## src/ckb_pkg.sv

```systemverilog
`timescale 1ns / 1ps

package ckb_pkg;

  localparam int unsigned DestWidthDef  = 320;
  localparam int unsigned DestHeightDef = 240;

  localparam int unsigned CfgDataW = 11;
  localparam int unsigned CfgIdxW  = 3;
  localparam int unsigned EdgeW    = 10;
  localparam int unsigned PosW     = 11;
  localparam int unsigned OutXW    = 9;
  localparam int unsigned OutYW    = 8;

  typedef enum logic [CfgIdxW-1:0] {
    CFG_SRC_LEFT   = 3'd0,
    CFG_SRC_TOP    = 3'd1,
    CFG_SRC_RIGHT  = 3'd2,
    CFG_SRC_BOTTOM = 3'd3,
    CFG_DEST_POS_X = 3'd4,
    CFG_DEST_POS_Y = 3'd5,
    CFG_KEY_ENABLE = 3'd6
  } cfg_idx_e;

  typedef struct packed {
    logic [EdgeW-1:0]       src_left;
    logic [EdgeW-1:0]       src_top;
    logic [EdgeW-1:0]       src_right;
    logic [EdgeW-1:0]       src_bottom;
    logic signed [PosW-1:0] dest_pos_x;
    logic signed [PosW-1:0] dest_pos_y;
    logic                   key_enable;
  } cfg_t;

  typedef struct packed {
    logic [9:0] pix_x;
    logic [9:0] pix_y;
    logic [7:0] in_red;
    logic [7:0] in_green;
    logic [7:0] in_blue;
  } pix_in_t;

  typedef struct packed {
    logic [OutXW-1:0] out_x;
    logic [OutYW-1:0] out_y;
    logic [7:0]       out_red;
    logic [7:0]       out_green;
    logic [7:0]       out_blue;
  } pix_out_t;

endpackage

```

## src/ckb_cfg.sv

```systemverilog
`timescale 1ns / 1ps

module ckb_cfg (
  input  logic                              clk_i,
  input  logic                              rst_ni,
  input  logic                              cfg_we_i,
  input  logic [ckb_pkg::CfgIdxW-1:0]       cfg_idx_i,
  input  logic [ckb_pkg::CfgDataW-1:0]      cfg_data_i,
  output ckb_pkg::cfg_t                     cfg_o
);

  ckb_pkg::cfg_t cfg_q, cfg_d;

  always_comb begin
    cfg_d = cfg_q;
    if (cfg_we_i) begin
      unique case (ckb_pkg::cfg_idx_e'(cfg_idx_i))
        ckb_pkg::CFG_SRC_LEFT:   cfg_d.src_left   = cfg_data_i[ckb_pkg::EdgeW-1:0];
        ckb_pkg::CFG_SRC_TOP:    cfg_d.src_top    = cfg_data_i[ckb_pkg::EdgeW-1:0];
        ckb_pkg::CFG_SRC_RIGHT:  cfg_d.src_right  = cfg_data_i[ckb_pkg::EdgeW-1:0];
        ckb_pkg::CFG_SRC_BOTTOM: cfg_d.src_bottom = cfg_data_i[ckb_pkg::EdgeW-1:0];
        ckb_pkg::CFG_DEST_POS_X: cfg_d.dest_pos_x = $signed(cfg_data_i[ckb_pkg::PosW-1:0]);
        ckb_pkg::CFG_DEST_POS_Y: cfg_d.dest_pos_y = $signed(cfg_data_i[ckb_pkg::PosW-1:0]);
        ckb_pkg::CFG_KEY_ENABLE: cfg_d.key_enable = cfg_data_i[0];
        default: ;
      endcase
    end
  end

  always_ff @(posedge clk_i or negedge rst_ni) begin
    if (!rst_ni) begin
      cfg_q <= '0;
    end else begin
      cfg_q <= cfg_d;
    end
  end

  assign cfg_o = cfg_q;

endmodule

```

## src/ckb_axis.sv

```systemverilog
`timescale 1ns / 1ps

// One axis of the clip test, two register stages deep. The near edge moves
// inward by the negative part of the destination position, and the far edge
// test checks the source coordinate against hi_i and the destination coordinate staying below the extent.
module ckb_axis #(
  parameter int unsigned EXTENT  = ckb_pkg::DestWidthDef,
  parameter int unsigned COORD_W = ckb_pkg::OutXW
) (
  input  logic                            clk_i,
  input  logic [ckb_pkg::EdgeW-1:0]       lo_i,
  input  logic [ckb_pkg::EdgeW-1:0]       hi_i,
  input  logic signed [ckb_pkg::PosW-1:0] pos_i,
  input  logic [9:0]                      pix_i,
  output logic                            inside_o,
  output logic [COORD_W-1:0]              coord_o
);

  localparam logic signed [13:0] ExtentS = 14'(EXTENT);

  logic [11:0]        lo_eff_d, lo_eff_q;
  logic [9:0]         base1_d, base1_q, base2_q;
  logic [9:0]         pix1_q;
  logic signed [12:0] off_d, off_q;
  logic               below_hi_d, below_hi_q;
  logic signed [13:0] dest;

  always_comb begin
    lo_eff_d   = {2'b00, lo_i} - (pos_i[10] ? {pos_i[10], pos_i} : 12'd0);
    base1_d    = pos_i[10] ? 10'd0 : pos_i[9:0];
    off_d      = $signed({3'b000, pix1_q}) - $signed({1'b0, lo_eff_q});
    below_hi_d = pix1_q < hi_i;
  end

  always_ff @(posedge clk_i) begin
    lo_eff_q   <= lo_eff_d;
    base1_q    <= base1_d;
    pix1_q     <= pix_i;
    off_q      <= off_d;
    base2_q    <= base1_q;
    below_hi_q <= below_hi_d;
  end

  always_comb begin
    dest     = $signed({4'b0000, base2_q}) + $signed({off_q[12], off_q});
    inside_o = !off_q[12] && below_hi_q && (dest < ExtentS);
    coord_o  = dest[COORD_W-1:0];
  end

endmodule

```

## src/clipped_colour_key_blit.sv

```systemverilog
`timescale 1ns / 1ps

// Per-pixel stage of a 2D blitter with rectangle clipping and a colour key.
// Configuration: write cfg_data_i to register cfg_idx_i while cfg_we_i is high
// (0 src_left, 1 src_top, 2 src_right, 3 src_bottom, 4 dest_pos_x,
// 5 dest_pos_y, 6 key_enable); other indexes are ignored. Write only while no
// pixel is in flight.
// Input: a source pixel word on pix_i is taken at each clock edge with
// start_i high and busy_o low. busy_o is always low, so one word per clock.
// Output: a word that lies inside the clipped rectangle and is not keyed
// appears on result_o once it has passed the clip registers and the output
// register, with out_strobe_o high for exactly one cycle. Other words give no
// output. The receiver cannot hold results off, and the pipeline never stalls.
// The pipeline has three register stages, the last of them the output register.
// Throughput is one pixel per clock because busy_o never rises.
// Reset clears the valid flags and configuration and empties the pipeline.
module clipped_colour_key_blit #(
  parameter int unsigned DEST_WIDTH  = ckb_pkg::DestWidthDef,
  parameter int unsigned DEST_HEIGHT = ckb_pkg::DestHeightDef
) (
  input  logic                         clk_i,
  input  logic                         rst_ni,
  input  logic                         start_i,
  output logic                         busy_o,
  input  ckb_pkg::pix_in_t             pix_i,
  output logic                         out_strobe_o,
  output ckb_pkg::pix_out_t            result_o,
  input  logic                         cfg_we_i,
  input  logic [ckb_pkg::CfgIdxW-1:0]  cfg_idx_i,
  input  logic [ckb_pkg::CfgDataW-1:0] cfg_data_i
);

  ckb_pkg::cfg_t     cfg;
  logic              v1_q, v2_q, out_v_q, out_v_d;
  logic              keyed1_q, keyed2_q;
  logic [23:0]       rgb1_q, rgb2_q;
  logic              in_x, in_y;
  logic [ckb_pkg::OutXW-1:0] coord_x;
  logic [ckb_pkg::OutYW-1:0] coord_y;
  ckb_pkg::pix_out_t out_q, out_d;

  ckb_cfg u_cfg (
    .clk_i      (clk_i),
    .rst_ni     (rst_ni),
    .cfg_we_i   (cfg_we_i),
    .cfg_idx_i  (cfg_idx_i),
    .cfg_data_i (cfg_data_i),
    .cfg_o      (cfg)
  );

  ckb_axis #(.EXTENT(DEST_WIDTH), .COORD_W(ckb_pkg::OutXW)) u_axis_x (
    .clk_i    (clk_i),
    .lo_i     (cfg.src_left),
    .hi_i     (cfg.src_right),
    .pos_i    (cfg.dest_pos_x),
    .pix_i    (pix_i.pix_x),
    .inside_o (in_x),
    .coord_o  (coord_x)
  );

  ckb_axis #(.EXTENT(DEST_HEIGHT), .COORD_W(ckb_pkg::OutYW)) u_axis_y (
    .clk_i    (clk_i),
    .lo_i     (cfg.src_top),
    .hi_i     (cfg.src_bottom),
    .pos_i    (cfg.dest_pos_y),
    .pix_i    (pix_i.pix_y),
    .inside_o (in_y),
    .coord_o  (coord_y)
  );

  assign busy_o = 1'b0;

  always_ff @(posedge clk_i or negedge rst_ni) begin
    if (!rst_ni) begin
      v1_q    <= 1'b0;
      v2_q    <= 1'b0;
      out_v_q <= 1'b0;
    end else begin
      v1_q    <= start_i && !busy_o;
      v2_q    <= v1_q;
      out_v_q <= out_v_d;
    end
  end

  always_ff @(posedge clk_i) begin
    keyed1_q <= cfg.key_enable && (pix_i.in_red == 8'd0) && (pix_i.in_green == 8'd0)
                && (pix_i.in_blue == 8'd0);
    keyed2_q <= keyed1_q;
    rgb1_q   <= {pix_i.in_red, pix_i.in_green, pix_i.in_blue};
    rgb2_q   <= rgb1_q;
    out_q    <= out_d;
  end

  always_comb begin
    out_v_d         = v2_q && in_x && in_y && !keyed2_q;
    out_d.out_x     = coord_x;
    out_d.out_y     = coord_y;
    out_d.out_red   = rgb2_q[23:16];
    out_d.out_green = rgb2_q[15:8];
    out_d.out_blue  = rgb2_q[7:0];
  end

  assign out_strobe_o = out_v_q;
  assign result_o     = out_q;

endmodule

```

## config.mk

```make
export PLATFORM = sky130hd
export DESIGN_NAME = clipped_colour_key_blit
export DESIGN_NICKNAME = d
export VERILOG_FILES = /design/src/ckb_pkg.sv /design/src/ckb_cfg.sv /design/src/ckb_axis.sv /design/src/clipped_colour_key_blit.sv
export SDC_FILE = /design/constraint.sdc
export NUM_CORES = 1
export LEC_CHECK = 0
export BUFFER_PORTS_ARGS = -buffer_cell sky130_fd_sc_hd__buf_2
export CORE_MARGIN = 2
export CORE_UTILIZATION = 63
export DETAILED_ROUTE_END_ITERATION = 16
export HOLD_SLACK_MARGIN = 0.03
export PLACE_DENSITY = 0.86
export SYNTH_ARGS = -nofsm -noshare
export SYNTH_HDL_FRONTEND = slang
export SYNTH_SLANG_ARGS = --single-unit
```

## constraint.sdc

```tcl
create_clock -name clk_i -period 7.1 [get_ports clk_i]
set_input_delay 0.71 -clock clk_i [delete_from_list [all_inputs] [get_ports clk_i]]
set_output_delay 0.71 -clock clk_i [all_outputs]
set_load 0.01 [all_outputs]
```

**Word level (Yosys, flattened, before mapping)**

Index checks and enable logic that the tools add are counted.

- Bits in latches: 0
- Register bits after elaboration: 269
- Output and inout bits: 43
- RAM bits: 0
- Bits of input ports: 62
- Bits in read-only memories: 0
- Logic and storage cells: 73
- Memories kept: 0

- Bitwise operators: 0
- Multiply operators: 0
- Eq/ne operators: 6
- Div/mod/pow operators: 0
- Reductions and logical operators: 24
- Shift-type cells: 0
- Magnitude comparators: 4
- Add/sub/neg operators: 6
- Muxes and demuxes: 2

Operator list:

| cell | count |
|---|---|
| adder 11 x 13 -> 14 bit | 2 |
| subtractor 10 x 12 -> 13 bit | 2 |
| logical NOT 8 bit | 3 |
| 2-to-1 mux 12 bit | 2 |
| subtractor 10 x 12 -> 12 bit | 2 |
| less-than comparator 10 bit | 2 |
| less-than comparator 14 x 10 -> 1 bit, second input constant | 1 |
| less-than comparator 14 x 9 -> 1 bit, second input constant | 1 |
| AND reduction 2 bit | 7 |
| logical AND 1 bit | 10 |
| == test 3 bit, second input constant | 3 |
| == test 3 x 2 -> 1 bit, second input constant | 2 |
| == test 3 x 1 -> 1 bit, second input constant | 1 |
| logical NOT 1 bit | 3 |
| logical NOT 3 bit | 1 |

**Longest topological paths before layout**

Gate-level depths: netlist of run 1.

- Word-level depth: 6
- Depth in mapped cells: 12
- Mapped depth without buffers: 11

**By module**

A second synthesis of run 1 with hierarchy kept.

- Cell total of the unflattened synthesis: 897
- Area total of the unflattened synthesis: 10412.5 um2

Modules (own cells, without submodules):

| module | cells an instance | area each (um2) | instances |
|---|---|---|---|
| ckb_axis at u_axis_x | 326 | 2990.4 | 1 |
| ckb_axis at u_axis_y | 325 | 2967.8 | 1 |
| ckb_cfg | 139 | 2459.9 | 1 |
| clipped_colour_key_blit | 107 | 1994.4 | 1 |

**Worst setup path after synthesis of run 1**

No wires, ideal clock.

- Path type: register -> register
- Start: reg u_cfg.cfg_q (netlist bit u_cfg.cfg_o[11])
- End: reg u_axis_y.lo_eff_q[10]
- Setup slack: 4.591 ns
- Cell stages (with the launch flop): 13
- Period minus slack after synthesis: 2.509 ns
- Library setup time: 0.122 ns
- Required time: 6.978 ns
- Arrival: 2.387 ns
- Cell sequence: dfrtp_1 -> clkbuf_1 -> and2_1 -> ha_1 -> fa_1 -> nor2b_1 -> o21ai_0 -> a21boi_0 -> o21ai_0 -> a21oi_1 -> o21a_1 -> nand3_1 -> o311a_1

- Word-level cells in the longest chain between the ends: 2

Ends and longest elaborated chain:

| element | RTL line | text |
|---|---|---|
| from (decl) | ckb_cfg.sv:12 | `ckb_pkg::cfg_t cfg_q, cfg_d;` |
| from (signal assigned) | ckb_cfg.sv:34 | `cfg_q <= cfg_d;` |
| 2-to-1 mux 12 bit | ckb_axis.sv:29 | `lo_eff_d = {2'b00, lo_i} - (pos_i[10] ? {pos_i[10], pos_i} : 12'd0);` |
| subtractor 10 x 12 -> 12 bit | ckb_axis.sv:29 |  |
| net u_axis_y.lo_eff_d[10] | ckb_axis.sv:21 | `logic [11:0] lo_eff_d, lo_eff_q;` |
| to (signal assigned) | ckb_axis.sv:36 | `lo_eff_q <= lo_eff_d;` |
| to (decl) | ckb_axis.sv:21 |  |

The timed path passes the listed nets, and every way through them passes these cells.
A chain may end at the register's enable or synchronous reset.

**Worst setup path in the final report of run 1**

- Start: reg u_cfg.cfg_q (netlist bit u_cfg.cfg_o[22])
- End: reg u_axis_x.lo_eff_q[10]

- Word-level cells in the longest chain between the ends: 2

Ends and longest elaborated chain:

| element | RTL line |
|---|---|
| 2-to-1 mux 12 bit | ckb_axis.sv:29 |
| subtractor 10 x 12 -> 12 bit | ckb_axis.sv:29 |
| net u_axis_x.lo_eff_d[10] | ckb_axis.sv:21 |
| to (signal assigned) | ckb_axis.sv:36 |
| to (decl) | ckb_axis.sv:21 |

The timed path passes the listed nets, and every way through them passes these cells.

==> results of run 1 <==
[flip-flops by register name, summed over array words and instances (netlist names), 12 cells and up]
signal             flops
u_cfg.cfg_o           63
result_o              41
rgb1_q                24
rgb2_q                24
u_axis_x.off_q        13
u_axis_y.off_q        13
u_axis_x.lo_eff_q     12
u_axis_y.lo_eff_q     12
[cell usage in the layout, fill, tap and decap left out, types with 4 or more instances in the layout]
cell type,synthesis,routed
clkbuf_1,10,7
mux2_2,49,49
nor2b_1,36,36
o31a_1,5,5
buf_2,0,103
a31oi_1,6,6
nor3_1,15,15
nand3_1,18,18
dfrtp_1,66,66
xor2_1,12,12
a21oi_1,27,27
o21a_1,7,7
a21boi_0,9,9
dfxtp_1,203,203
ha_1,78,78
fa_1,6,6
nor4_1,8,8
a21o_1,12,12
inv_1,87,87
nor2_1,49,49
clkbuf_8,0,6
buf_4,1,5
nand2_1,66,66
xnor2_1,18,18
nand2b_1,4,4
clkbuf_16,0,27
o21ai_0,45,45
[area by class of cell]
| type | instances | share of cell area (%) |
|---|---|---|
| well taps | 216 | 2.320 |
| multi-input cells | 526 | 33.71 |
| inverters | 87 | 2.804 |
| clock inverters | 6 | 0.6123 |
| clock buffers | 40 | 6.735 |
| flip-flops and latches | 269 | 49.07 |
| repair buffers | 108 | 4.748 |
[layer usage]
| metal | track usage (%) | part of all wire (%) |
|---|---|---|
| met1 | 28.53 | 42 |
| met2 | 40.75 | 51 |
| met3 | 3.731 | 4.2 |
| met4 | 7.021 | 2.3 |
| met5 | 0 | 0 |
[worst max-delay path, stage by stage (launching register included)]
cell and delay [ns]:
dfrtp_1 0.77, and2_1 0.22, ha_1 0.18, fa_1 0.22
nor2b_1 0.06, o21ai_0 0.24, a21boi_0 0.17, o21ai_0 0.28
a21oi_1 0.14, o21a_1 0.22, o311a_1 0.34
[final timing paths]
check | end | slack, ns | startpoint
setup reg to reg | u_axis_x.lo_eff_q[10]$_DFF_P_ | 4.14 | u_cfg.cfg_o[22]$_DFFE_PN0P_
min in group asynchronous | u_cfg.cfg_o[12]$_DFFE_PN0P_ | 0.37 | rst_ni
hold reg to reg | rgb2_q[20]$_DFF_P_ | 0.32 | rgb1_q[20]$_DFF_P_
setup / recovery | u_axis_x.lo_eff_q[10]$_DFF_P_ | 4.14 | u_cfg.cfg_o[22]$_DFFE_PN0P_
hold / removal | u_axis_y.pix1_q[3]$_DFF_P_ | 0.29 | pix_i[27]
max in group asynchronous | u_cfg.cfg_o[40]$_DFFE_PN0P_ | 6.16 | rst_ni
[per-stage QoR]
stage / utilization (%) / total power, uW
floorplan: - / 3192
global placement: 68.68 / 3498
detailed placement: 68.68 / 3598
CTS: 74.13 / 4971
global route: 74.13 / 5268
finish: 74.13 / 4953
[power by group]
part | switching, uW | leakage, uW | total (uW) | internal [uW]
registers | 169 | 0.00250 | 2060 | 1890
clock network | 544 | 0.000413 | 1340 | 796
logic | 863 | 0.00251 | 1550 | 688
[cell families after synthesis]
kind of cell	after synthesis
mux	50
compound gates	143
flops	269
xor+xnor	30
fa+ha+maj	84
buf+inv	98
simple gates	218
other cells	1
==> out/metrics.cfg, run 1 <==
[sta]
fmax_ghz = 0.3377
skew_ns = 0.01474
rsz0062_at_grt = no
tightest_slew_ns = 0.8434
drv_slew = 0
fin_crit_sh_pct = 41.70
setup_slack_ns = 4.139
fin_crit_ns = 2.961
slew_headroom_pct = 43.78
setup_tns_ns = 0
hold_violations = 0
hold_ws_ns = 0.2889
setup_viol = 0

[cells_and_area]
drive_gt1_share_pct = 19.69
final_cell_area_sq_um = 11650
fin_cells = 1252
n_fill_cell = 1022
register_area_sq_um = 5715
antenna_cells = 0
multiInputGateArea_sq_um = 3926
area.growth.synth_to_final_pct = 16.32
nets = 1164

[synth]
synth_top_family_by_area = adder cells
yosys.cell_count.top_type = dfxtp_1
syn_avg_cell_area_sq_um = 11.21
yosysTopAreaCell = dfxtp_1
synth.mux.area_fraction_pct = 5.610
synthAdderAreaFrac_pct = 10.95
yosysUniqueCellTypes = 57
synth_common_cells = dfxtp_1, inv_1, ha_1
synth_warnings = 0
ys_seq_area_share_pct = 57.08
syn_inst = 893
synthArstFlopShare_pct = 24.54
synthTopCellsByArea = dfxtp_1, dfrtp_1, ha_1, mux2_2, inv_1
synth_area_sq_um = 10010
yosys_most_used_dff = dfxtp_1
synth_enable_flop_cells = 0
synth-seq-cells = 269
synthesis.nets = 1039
synth-simple-area-share_pct = 10.66
synth_xor_xnor_area_share_pct = 2.624
synth_top_area_share_pct = 40.58
synth_compound_area_share_pct = 9.334

[setup_path]
worst-setup-path-type = reg -> reg
rr_worst_depth = 10
required_ns = 7.50
path_max_fanout = 23
cp.arrival_ns = 3.36
cp-end-kind = flop
crit_path_start_kind = flop

[global_route]
antenna_found_initial = 0
grt_max_degree = 67
grt_pass1_vias = 6581
track_usage_pct = 22.82
grt_overflow = 0
grt_pass1_wl_microns = 30780

[place]
placed_cells = 1206
placed_cell_area_sq_um = 10790
portBuffers = 103
dp_hpwl_microns = 13530
place_worst_setup_slack_ns = 4.220
gp_congestion = 0.7924

[floorplanning]
rows = 46
die_w_microns = 130.1
initial_core_util_pct = 63.73
core_area_sq_um = 15710
design.die.area_sq_um = 16920
io_pins = 105
fp.dieH_microns = 130.1

[drt]
drc = 0
vias = 6634
viasPerCell = 5.299
wl_microns = 18890
drtAntennaViolNets = 0
dr.pass1.iters = 5
drt_iter0_markers = 303
wire_per_inst_microns = 15.08

[min_path]
holdPathStages = 1
holdCritPathClass = in -> reg

[job]
max-cap-violations = 0

[clock_tree]
cts_hold_buffers = 0
h-tree-depth = 1
cts_buffer_depth = 3
cts_tree = done
cts.root.buffer_cell = clkbuf_16
post_cts_resized = 0
clock_latency_ns = 0.52
cts_buffers = 26
clock_sinks = 269
cts_setup_buffers = 0
path_clk_slew_ns = 0.06

[power]
p_leak_uw = 0.005428
cellPowerDensity_nw_per_um2 = 425.2
irDropWorstVdd_mv = 0.2195

[status]
status = finished clean

Note: power is estimated with default switching activity, not from simulation.
==> run 2, diff against run 1 <==
ABC_AREA = 1   (was not set)
CORE_UTILIZATION = 58   (was 63)
PLACE_DENSITY = 0.8   (was 0.86)
clock period = 2.74 ns   (was 7.1 ns; I/O delays follow)
==> out/metrics.cfg, run 2 <==
[global_route]
track_usage_pct = 23.26  ; was 22.82%
grt_pass1_wl_microns = 36690  ; was 30780 microns
antenna_found_initial = 0  ; unchanged
grt_max_degree = 25  ; was 67
grt_pass1_vias = 7700  ; was 6581
grt_overflow = 0  ; unchanged

[cells_and_area]
register_area_sq_um = 5715  ; unchanged
nets = 1459  ; was 1164
area.growth.synth_to_final_pct = 20.37  ; was 16.32%
layout_commonest_cell = nand2_1  ; was dfxtp_1
drive_gt1_share_pct = 12.75  ; was 19.69%
n_fill_cell = 1251  ; was 1022
mostFrequentLayoutCells = nand2_1, dfxtp_1, inv_1  ; was dfxtp_1, buf_2, inv_1
post-route-util_pct = 70.80  ; was 74.13%
antenna_cells = 0  ; unchanged
multiInputGateArea_sq_um = 4028  ; was 3926 sq um
largest_reg_flops = 63  ; unchanged

[clock_tree]
clock_latency_ns = 0.53  ; was 0.52 ns
cts_tree = done  ; unchanged
h-tree-depth = 1  ; unchanged
cts_buffer_depth = 3  ; unchanged
cts_hold_buffers = 46  ; was 0
cts.root.buffer_cell = clkbuf_16  ; unchanged
post_cts_resized = 0  ; unchanged
clock_sinks = 269  ; unchanged
cts_setup_buffers = 0  ; unchanged
cts_buffers = 26  ; unchanged
path_clk_slew_ns = 0.07  ; was 0.06 ns

[synth]
synth_enable_flop_cells = 0  ; unchanged
synth_compound_area_share_pct = 8.632  ; was 9.334%
yosys.cell_count.top_type = nand2_1  ; was dfxtp_1
synth-seq-cells = 269  ; unchanged
synth_top_area_share_pct = 38.73  ; was 40.58%
synthAdderAreaFrac_pct = 10.44  ; was 10.95%
syn_avg_cell_area_sq_um = 9.133  ; was 11.21 sq um
yosys_most_used_dff = dfxtp_1  ; unchanged
synth_xor_xnor_area_share_pct = 3.672  ; was 2.624%
synthesis.nets = 1295  ; was 1039
synth.mux.area_fraction_pct = 0  ; was 5.610%
synth_warnings = 0  ; unchanged
syn_inst = 1149  ; was 893
synth_top_family_by_area = simple AND/OR/NAND/NOR gates  ; was adder cells
synthTopCellsByArea = dfxtp_1, dfrtp_1, ha_1, nand2_1, inv_1  ; was dfxtp_1, dfrtp_1, ha_1, mux2_2, inv_1
synthArstFlopShare_pct = 24.54  ; unchanged
synth-simple-area-share_pct = 15.60  ; was 10.66%
yosysUniqueCellTypes = 39  ; was 57
yosysTopAreaCell = dfxtp_1  ; unchanged
ys_seq_area_share_pct = 54.47  ; was 57.08%
synth_common_cells = nand2_1, dfxtp_1, inv_1  ; was dfxtp_1, inv_1, ha_1
synth_area_sq_um = 10490  ; was 10010 sq um

[sta]
setup_viol = 0  ; unchanged
hold_ws_ns = 0.1063  ; was 0.2889 ns
tightest_slew_ns = 0.7042  ; was 0.8434 ns
fin_crit_ns = 2.182  ; was 2.961 ns
fin_crit_sh_pct = 79.62  ; was 41.70%
slew_headroom_pct = 52.92  ; was 43.78%
rsz0062_at_grt = no  ; unchanged
setup_tns_ns = 0  ; unchanged
skew_ns = 0.01247  ; was 0.01474 ns
hold_violations = 0  ; unchanged
fmax_ghz = 0.4584  ; was 0.3377 GHz
drv_slew = 0  ; unchanged

[drt]
highest_layer = met4  ; unchanged
drc = 0  ; unchanged
routed-wl-met2_microns = 10700  ; was 9666 microns
viasPerCell = 5.093  ; was 5.299
vias = 7956  ; was 6634
drtAntennaViolNets = 0  ; unchanged
dr.pass1.iters = 5  ; unchanged
wire_per_inst_microns = 14.31  ; was 15.08 microns
wl_microns = 22350  ; was 18890 microns
drt_iter0_markers = 439  ; was 303
wl_met1_microns = 9975  ; was 7978 microns
wl_met3_microns = 1138  ; was 798 microns

[place]
gp_congestion = 0.8730  ; was 0.7924
dp_hpwl_microns = 15360  ; was 13530 microns
portBuffers = 103  ; unchanged

[setup_path]
cp.arrival_ns = 2.64  ; was 3.36 ns
cpMaxStageDelayCell = dfrtp_1  ; unchanged
cp-end-kind = flop  ; unchanged
crit_path_start_kind = flop  ; unchanged
worst_path_largest_cell_delay_ns = 0.49  ; was 0.77 ns
crit_chain = nand2_1 > inv_1 > ha_1 > fa_1 > o21ai_0 > a31oi_1 > o21ai_0 > xor2_1  ; was and2_1 > ha_1 > fa_1 > nor2b_1 > o21ai_0 > a21boi_0 > o21ai_0 > a21oi_1 > o21a_1 > o311a_1
path_max_fanout = 12  ; was 23
worst-setup-path-type = reg -> reg  ; unchanged
required_ns = 3.20  ; was 7.50 ns
ff2ff_setup_slack_ns = 0.56  ; was 4.14 ns
worst_path_most_repeated_cell = o21ai_0  ; unchanged

[floorplanning]
fp.dieH_microns = 138.5  ; was 130.1 microns
design.die.area_sq_um = 19190  ; was 16920 sq um
initial_core_util_pct = 58.82  ; was 63.73%
core_area_sq_um = 17840  ; was 15710 sq um
die_w_microns = 138.5  ; was 130.1 microns
rows = 49  ; was 46
io_pins = 105  ; unchanged

[power]
irDropWorstVdd_mv = 0.6655  ; was 0.2195 mV
cellPowerDensity_nw_per_um2 = 1043  ; was 425.2 nW/um^2
total_power_uw = 13180  ; was 4953 uW
p_leak_uw = 0.006376  ; was 0.005428 uW

[min_path]
holdCritPathClass = in -> reg  ; unchanged

[status]
status = finished clean  ; unchanged

[job]
max-cap-violations = 0  ; unchanged

[run 2: cell types whose count changed after synthesis, sizes merged, moves of 9 or more]
cell	before	now
a21boi	10	1
a21o	12	3
a21oi	29	59
inv	87	182
mux2	49	0
nand2	66	238
nand3	18	40
nand4	2	15
nor2	49	60
nor2b	36	0
o21ai	46	84
xor2	12	29
[run 2: logic make-up after synthesis]
family,Yosys count
adder cells (fa/ha/maj),84
buffers and inverters,199
flip-flops,269
AO/OA/AOI/OAI,166
XOR/XNOR,44
other,1
AND/OR/NAND/NOR,386
[run 2: path summary, 6_finish.rpt]
path	end	start	cells past startpoint
worst max register to register	u_axis_y.lo_eff_q[8]$_DFF_P_	u_cfg.cfg_o[11]$_DFFE_PN0P_	8
max in group asynchronous	u_cfg.cfg_o[43]$_DFFE_PN0P_	rst_ni	3
worst max-delay path	u_axis_y.lo_eff_q[8]$_DFF_P_	u_cfg.cfg_o[11]$_DFFE_PN0P_	8
worst min-delay path	u_cfg.cfg_o[0]$_DFFE_PN0P_	cfg_idx_i[2]	4
worst min register to register	rgb2_q[15]$_DFF_P_	rgb1_q[15]$_DFF_P_	0
min in group asynchronous	v1_q$_DFF_PN0_	rst_ni	2
[run 2: per-stage QoR]
stage	std cells	cell area, sq um	setup WS (ns)
finish	1562	12630	0.5584
global route	1562	12630	0.3531
floorplan	1149	10490	0.6228
detailed placement	1468	11260	0.5730
CTS	1562	12630	0.5562
global placement	1468	11260	0.6371
[run 2: final cells by class]
| class | count | area share, % |
|---|---|---|
| sequential | 269 | 45.25 |
| multi-input combinational | 681 | 31.89 |
| timing repair buffer | 153 | 7.964 |
| clock buffer | 30 | 5.607 |
| inverter | 182 | 5.409 |
| tap | 229 | 2.268 |
| clock inverter | 18 | 1.615 |
[run 2: metal layers]
| metal | vias up | GRT usage (%) |
|---|---|---|
| met5 | - | 0 |
| met3 | 44 | 3.291 |
| met1 | 3698 | 31.39 |
| met2 | 207 | 39.29 |
| met4 | 0 | 6.928 |
| li1 | 4007 | - |
[run 2: worst max-delay path, delay by kind of cell, from the launching register on]
family,cells,cell delay (ns)
adders and majority gates,2,0.64
buffers and inverters,1,0.04
and+or+nand+nor,1,0.10
xor gates and xnor gates,1,0.16
AOI/OAI and AO/OA,3,0.69
DFF,1,0.49
[run 2: power breakdown]
part,total (uW),switching (uW),internal (uW)
clock,3700,1530,2170
combinational,4240,2560,1680
sequential,5240,393,4840
==> run 3, diff against run 2 <==
ABC_AREA = 0   (was 1)
CORE_UTILIZATION = 52   (was 58)
PLACE_DENSITY = 0.76   (was 0.8)
clock period = 1.8 ns   (was 2.74 ns; I/O delays follow)
==> out/metrics.cfg, run 3 (synthesis gave the netlist of run 1 again) <==
[status]
status = finished with violations  ; was finished clean
violations = negative setup slack

[drt]
wl_microns = 23210  ; was 22350 microns
drc = 0  ; unchanged
dr.pass1.iters = 4  ; was 5
vias = 7503  ; was 7956
viasPerCell = 5.046  ; was 5.093
drt_iter0_markers = 315  ; was 439
wire_per_inst_microns = 15.61  ; was 14.31 microns
drtAntennaViolNets = 0  ; unchanged

[cells_and_area]
area.growth.synth_to_final_pct = 40.81  ; was 20.37%
antenna_cells = 0  ; unchanged
nets = 1354  ; was 1459
layout_commonest_cell = dfxtp_1  ; was nand2_1
final_cell_area_sq_um = 14100  ; was 12630 sq um
mostFrequentLayoutCells = dfxtp_1, buf_4, buf_2  ; was nand2_1, dfxtp_1, inv_1
drive_gt1_share_pct = 38.06  ; was 12.75%
largest_reg_flops = 63  ; unchanged

[place]
gp_congestion = 0.7936  ; was 0.8730
portBuffers = 103  ; unchanged
dp_hpwl_microns = 13890  ; was 15360 microns
placed_cell_area_sq_um = 11630  ; was 11260 sq um

[sta]
setup_slack_ns = -0.8048  ; was 0.5584 ns
rsz0062_at_grt = yes  ; was no
skew_ns = 0.01888  ; was 0.01247 ns
fin_crit_ns = 2.605  ; was 2.182 ns
slew_headroom_pct = 63.45  ; was 52.92%
setup_viol = 29  ; was 0
tightest_slew_ns = 0.5482  ; was 0.7042 ns
fin_crit_sh_pct = 144.7  ; was 79.62%
hold_ws_ns = 0.06640  ; was 0.1063 ns
hold_violations = 0  ; unchanged
drv_slew = 0  ; unchanged
fmax_ghz = 0.3839  ; was 0.4584 GHz

[setup_path]
required_ns = 2.23  ; was 3.20 ns
cp-end-kind = flop  ; unchanged
cp.arrival_ns = 3.03  ; was 2.64 ns
path_max_fanout = 4  ; was 12
crit_path_start_kind = flop  ; unchanged
worst-setup-path-type = reg -> reg  ; unchanged

[clock_tree]
cts_tree = done  ; unchanged
path_clk_slew_ns = 0.06  ; was 0.07 ns
clock_sinks = 269  ; unchanged
clock_latency_ns = 0.55  ; was 0.53 ns
cts.root.buffer_cell = clkbuf_16  ; unchanged
cts_buffer_depth = 3  ; unchanged
h-tree-depth = 1  ; unchanged
cts_buffers = 27  ; was 26

[floorplanning]
io_pins = 105  ; unchanged
design.die.area_sq_um = 20380  ; was 19190 sq um
rows = 50  ; was 49
initial_core_util_pct = 53.18  ; was 58.82%
fp.dieH_microns = 142.8  ; was 138.5 microns
core_area_sq_um = 18830  ; was 17840 sq um
die_w_microns = 142.8  ; was 138.5 microns

[global_route]
antenna_found_initial = 0  ; unchanged
track_usage_pct = 22.48  ; was 23.26%
grt_overflow = 0  ; unchanged
grt_pass1_wl_microns = 36630  ; was 36690 microns
grt_max_degree = 23  ; was 25
grt_pass1_vias = 7630  ; was 7700

[job]
max-cap-violations = 0  ; unchanged

[power]
p_leak_uw = 0.006516  ; was 0.006376 uW
cellPowerDensity_nw_per_um2 = 1663  ; was 1043 nW/um^2
irDropWorstVdd_mv = 1.032  ; was 0.6655 mV

[min_path]
holdCritPathClass = in -> reg  ; unchanged

-- run 3: changes by cell type in the layout (fill, tap and decap cells not counted), sizes merged, moves of 17 or more --
| cell | delta |
|---|---|
| nand2 | -172 |
| mux2 | +49 |
| nor2b | +36 |
| o21ai | -38 |
| nand3 | -22 |
| xor2 | -17 |
| buf | +131 |
| inv | -94 |
| a21oi | -30 |
-- run 3: final timing paths --
path | endpoint | slack (ns) | cells past startpoint | startpoint
max in group asynchronous | u_cfg.cfg_o[33]$_DFFE_PN0P_ | 1.11 | 3 | rst_ni
max reg2reg | out_strobe_o$_DFF_PN0_ | -0.80 | 13 | u_axis_y.base2_q[0]$_DFF_P_
max | out_strobe_o$_DFF_PN0_ | -0.80 | 13 | u_axis_y.base2_q[0]$_DFF_P_
min | u_cfg.cfg_o[0]$_DFFE_PN0P_ | 0.07 | 3 | cfg_idx_i[2]
min in group asynchronous | u_cfg.cfg_o[29]$_DFFE_PN0P_ | 0.16 | 2 | rst_ni
min reg2reg | result_o[14]$_DFF_P_ | 0.32 | 0 | rgb2_q[14]$_DFF_P_
-- run 3: timing repair --
| item | 4_1_cts | 5_1_grt |
|---|---|---|
| pin swaps | 74 | 83 |
| gates resized for setup | 86 | 58 |
| hold buffers | 59 | 0 |
| setup endpoints to repair | 30 | 40 |
| buffers inserted | 37 | 20 |
| endpoints found under the hold margin | 169 | 0 |
-- run 3: area by class of cell --
| class | count | area, sq um |
|---|---|---|
| Clock inverter | 10 | 126.4 |
| Timing Repair Buffer | 297 | 2178 |
| Clock buffer | 38 | 798.3 |
| Tap cell | 260 | 325.3 |
| Fill cell | 1130 | 4731 |
| Inverter | 87 | 329.1 |
| Multi-Input combinational cell | 526 | 4614 |
| Sequential cell | 269 | 5728 |
-- run 3: where the power goes --
group | total [uW] | switching, uW | internal, uW
clock network | 5720 | 2320 | 3400
logic | 9570 | 4620 | 4950
registers | 8160 | 676 | 7480
total | 23500 | 7620 | 15800
-- run 3: per-stage QoR --
step	util (%)	setup WS (ns)	power, uW	instances	TNS, ns
after floorplan	-	-0.4734	12780	893	-4.396
after global placement	61.76	-0.6681	15170	1340	-7.014
after detailed placement	61.76	-0.8308	15480	1340	-8.361
after CTS	73.26	-0.7002	22510	1481	-6.705
after global routing	74.88	-0.8845	24830	1487	-9.741
final	74.88	-0.8048	23450	1487	-7.069
-- run 3: critical path: stages (launching register included) --
cell and delay, ns:
dfxtp_2 0.34, ha_4 0.15, inv_4 0.04, fa_2 0.39
nor2b_4 0.15, o31a_1 0.27, o2bb2ai_2 0.12, buf_4 0.15
xnor2_1 0.11, nor2_1 0.10, o2111ai_1 0.14, mux2i_1 0.16
buf_4 0.16, a2111oi_4 0.19
-- run 3: routing by layer --
layer | vias to the layer above | part of all wire [%] | track usage, % | routed length, microns
li1 | 3669 | - | - | -
met1 | 3625 | 42 | 27.02 | 9685
met2 | 160 | 52 | 41.02 | 12090
met3 | 49 | 3.9 | 3.890 | 895
met4 | 0 | 2.3 | 7.035 | 541
met5 | - | 0 | 0 | 0
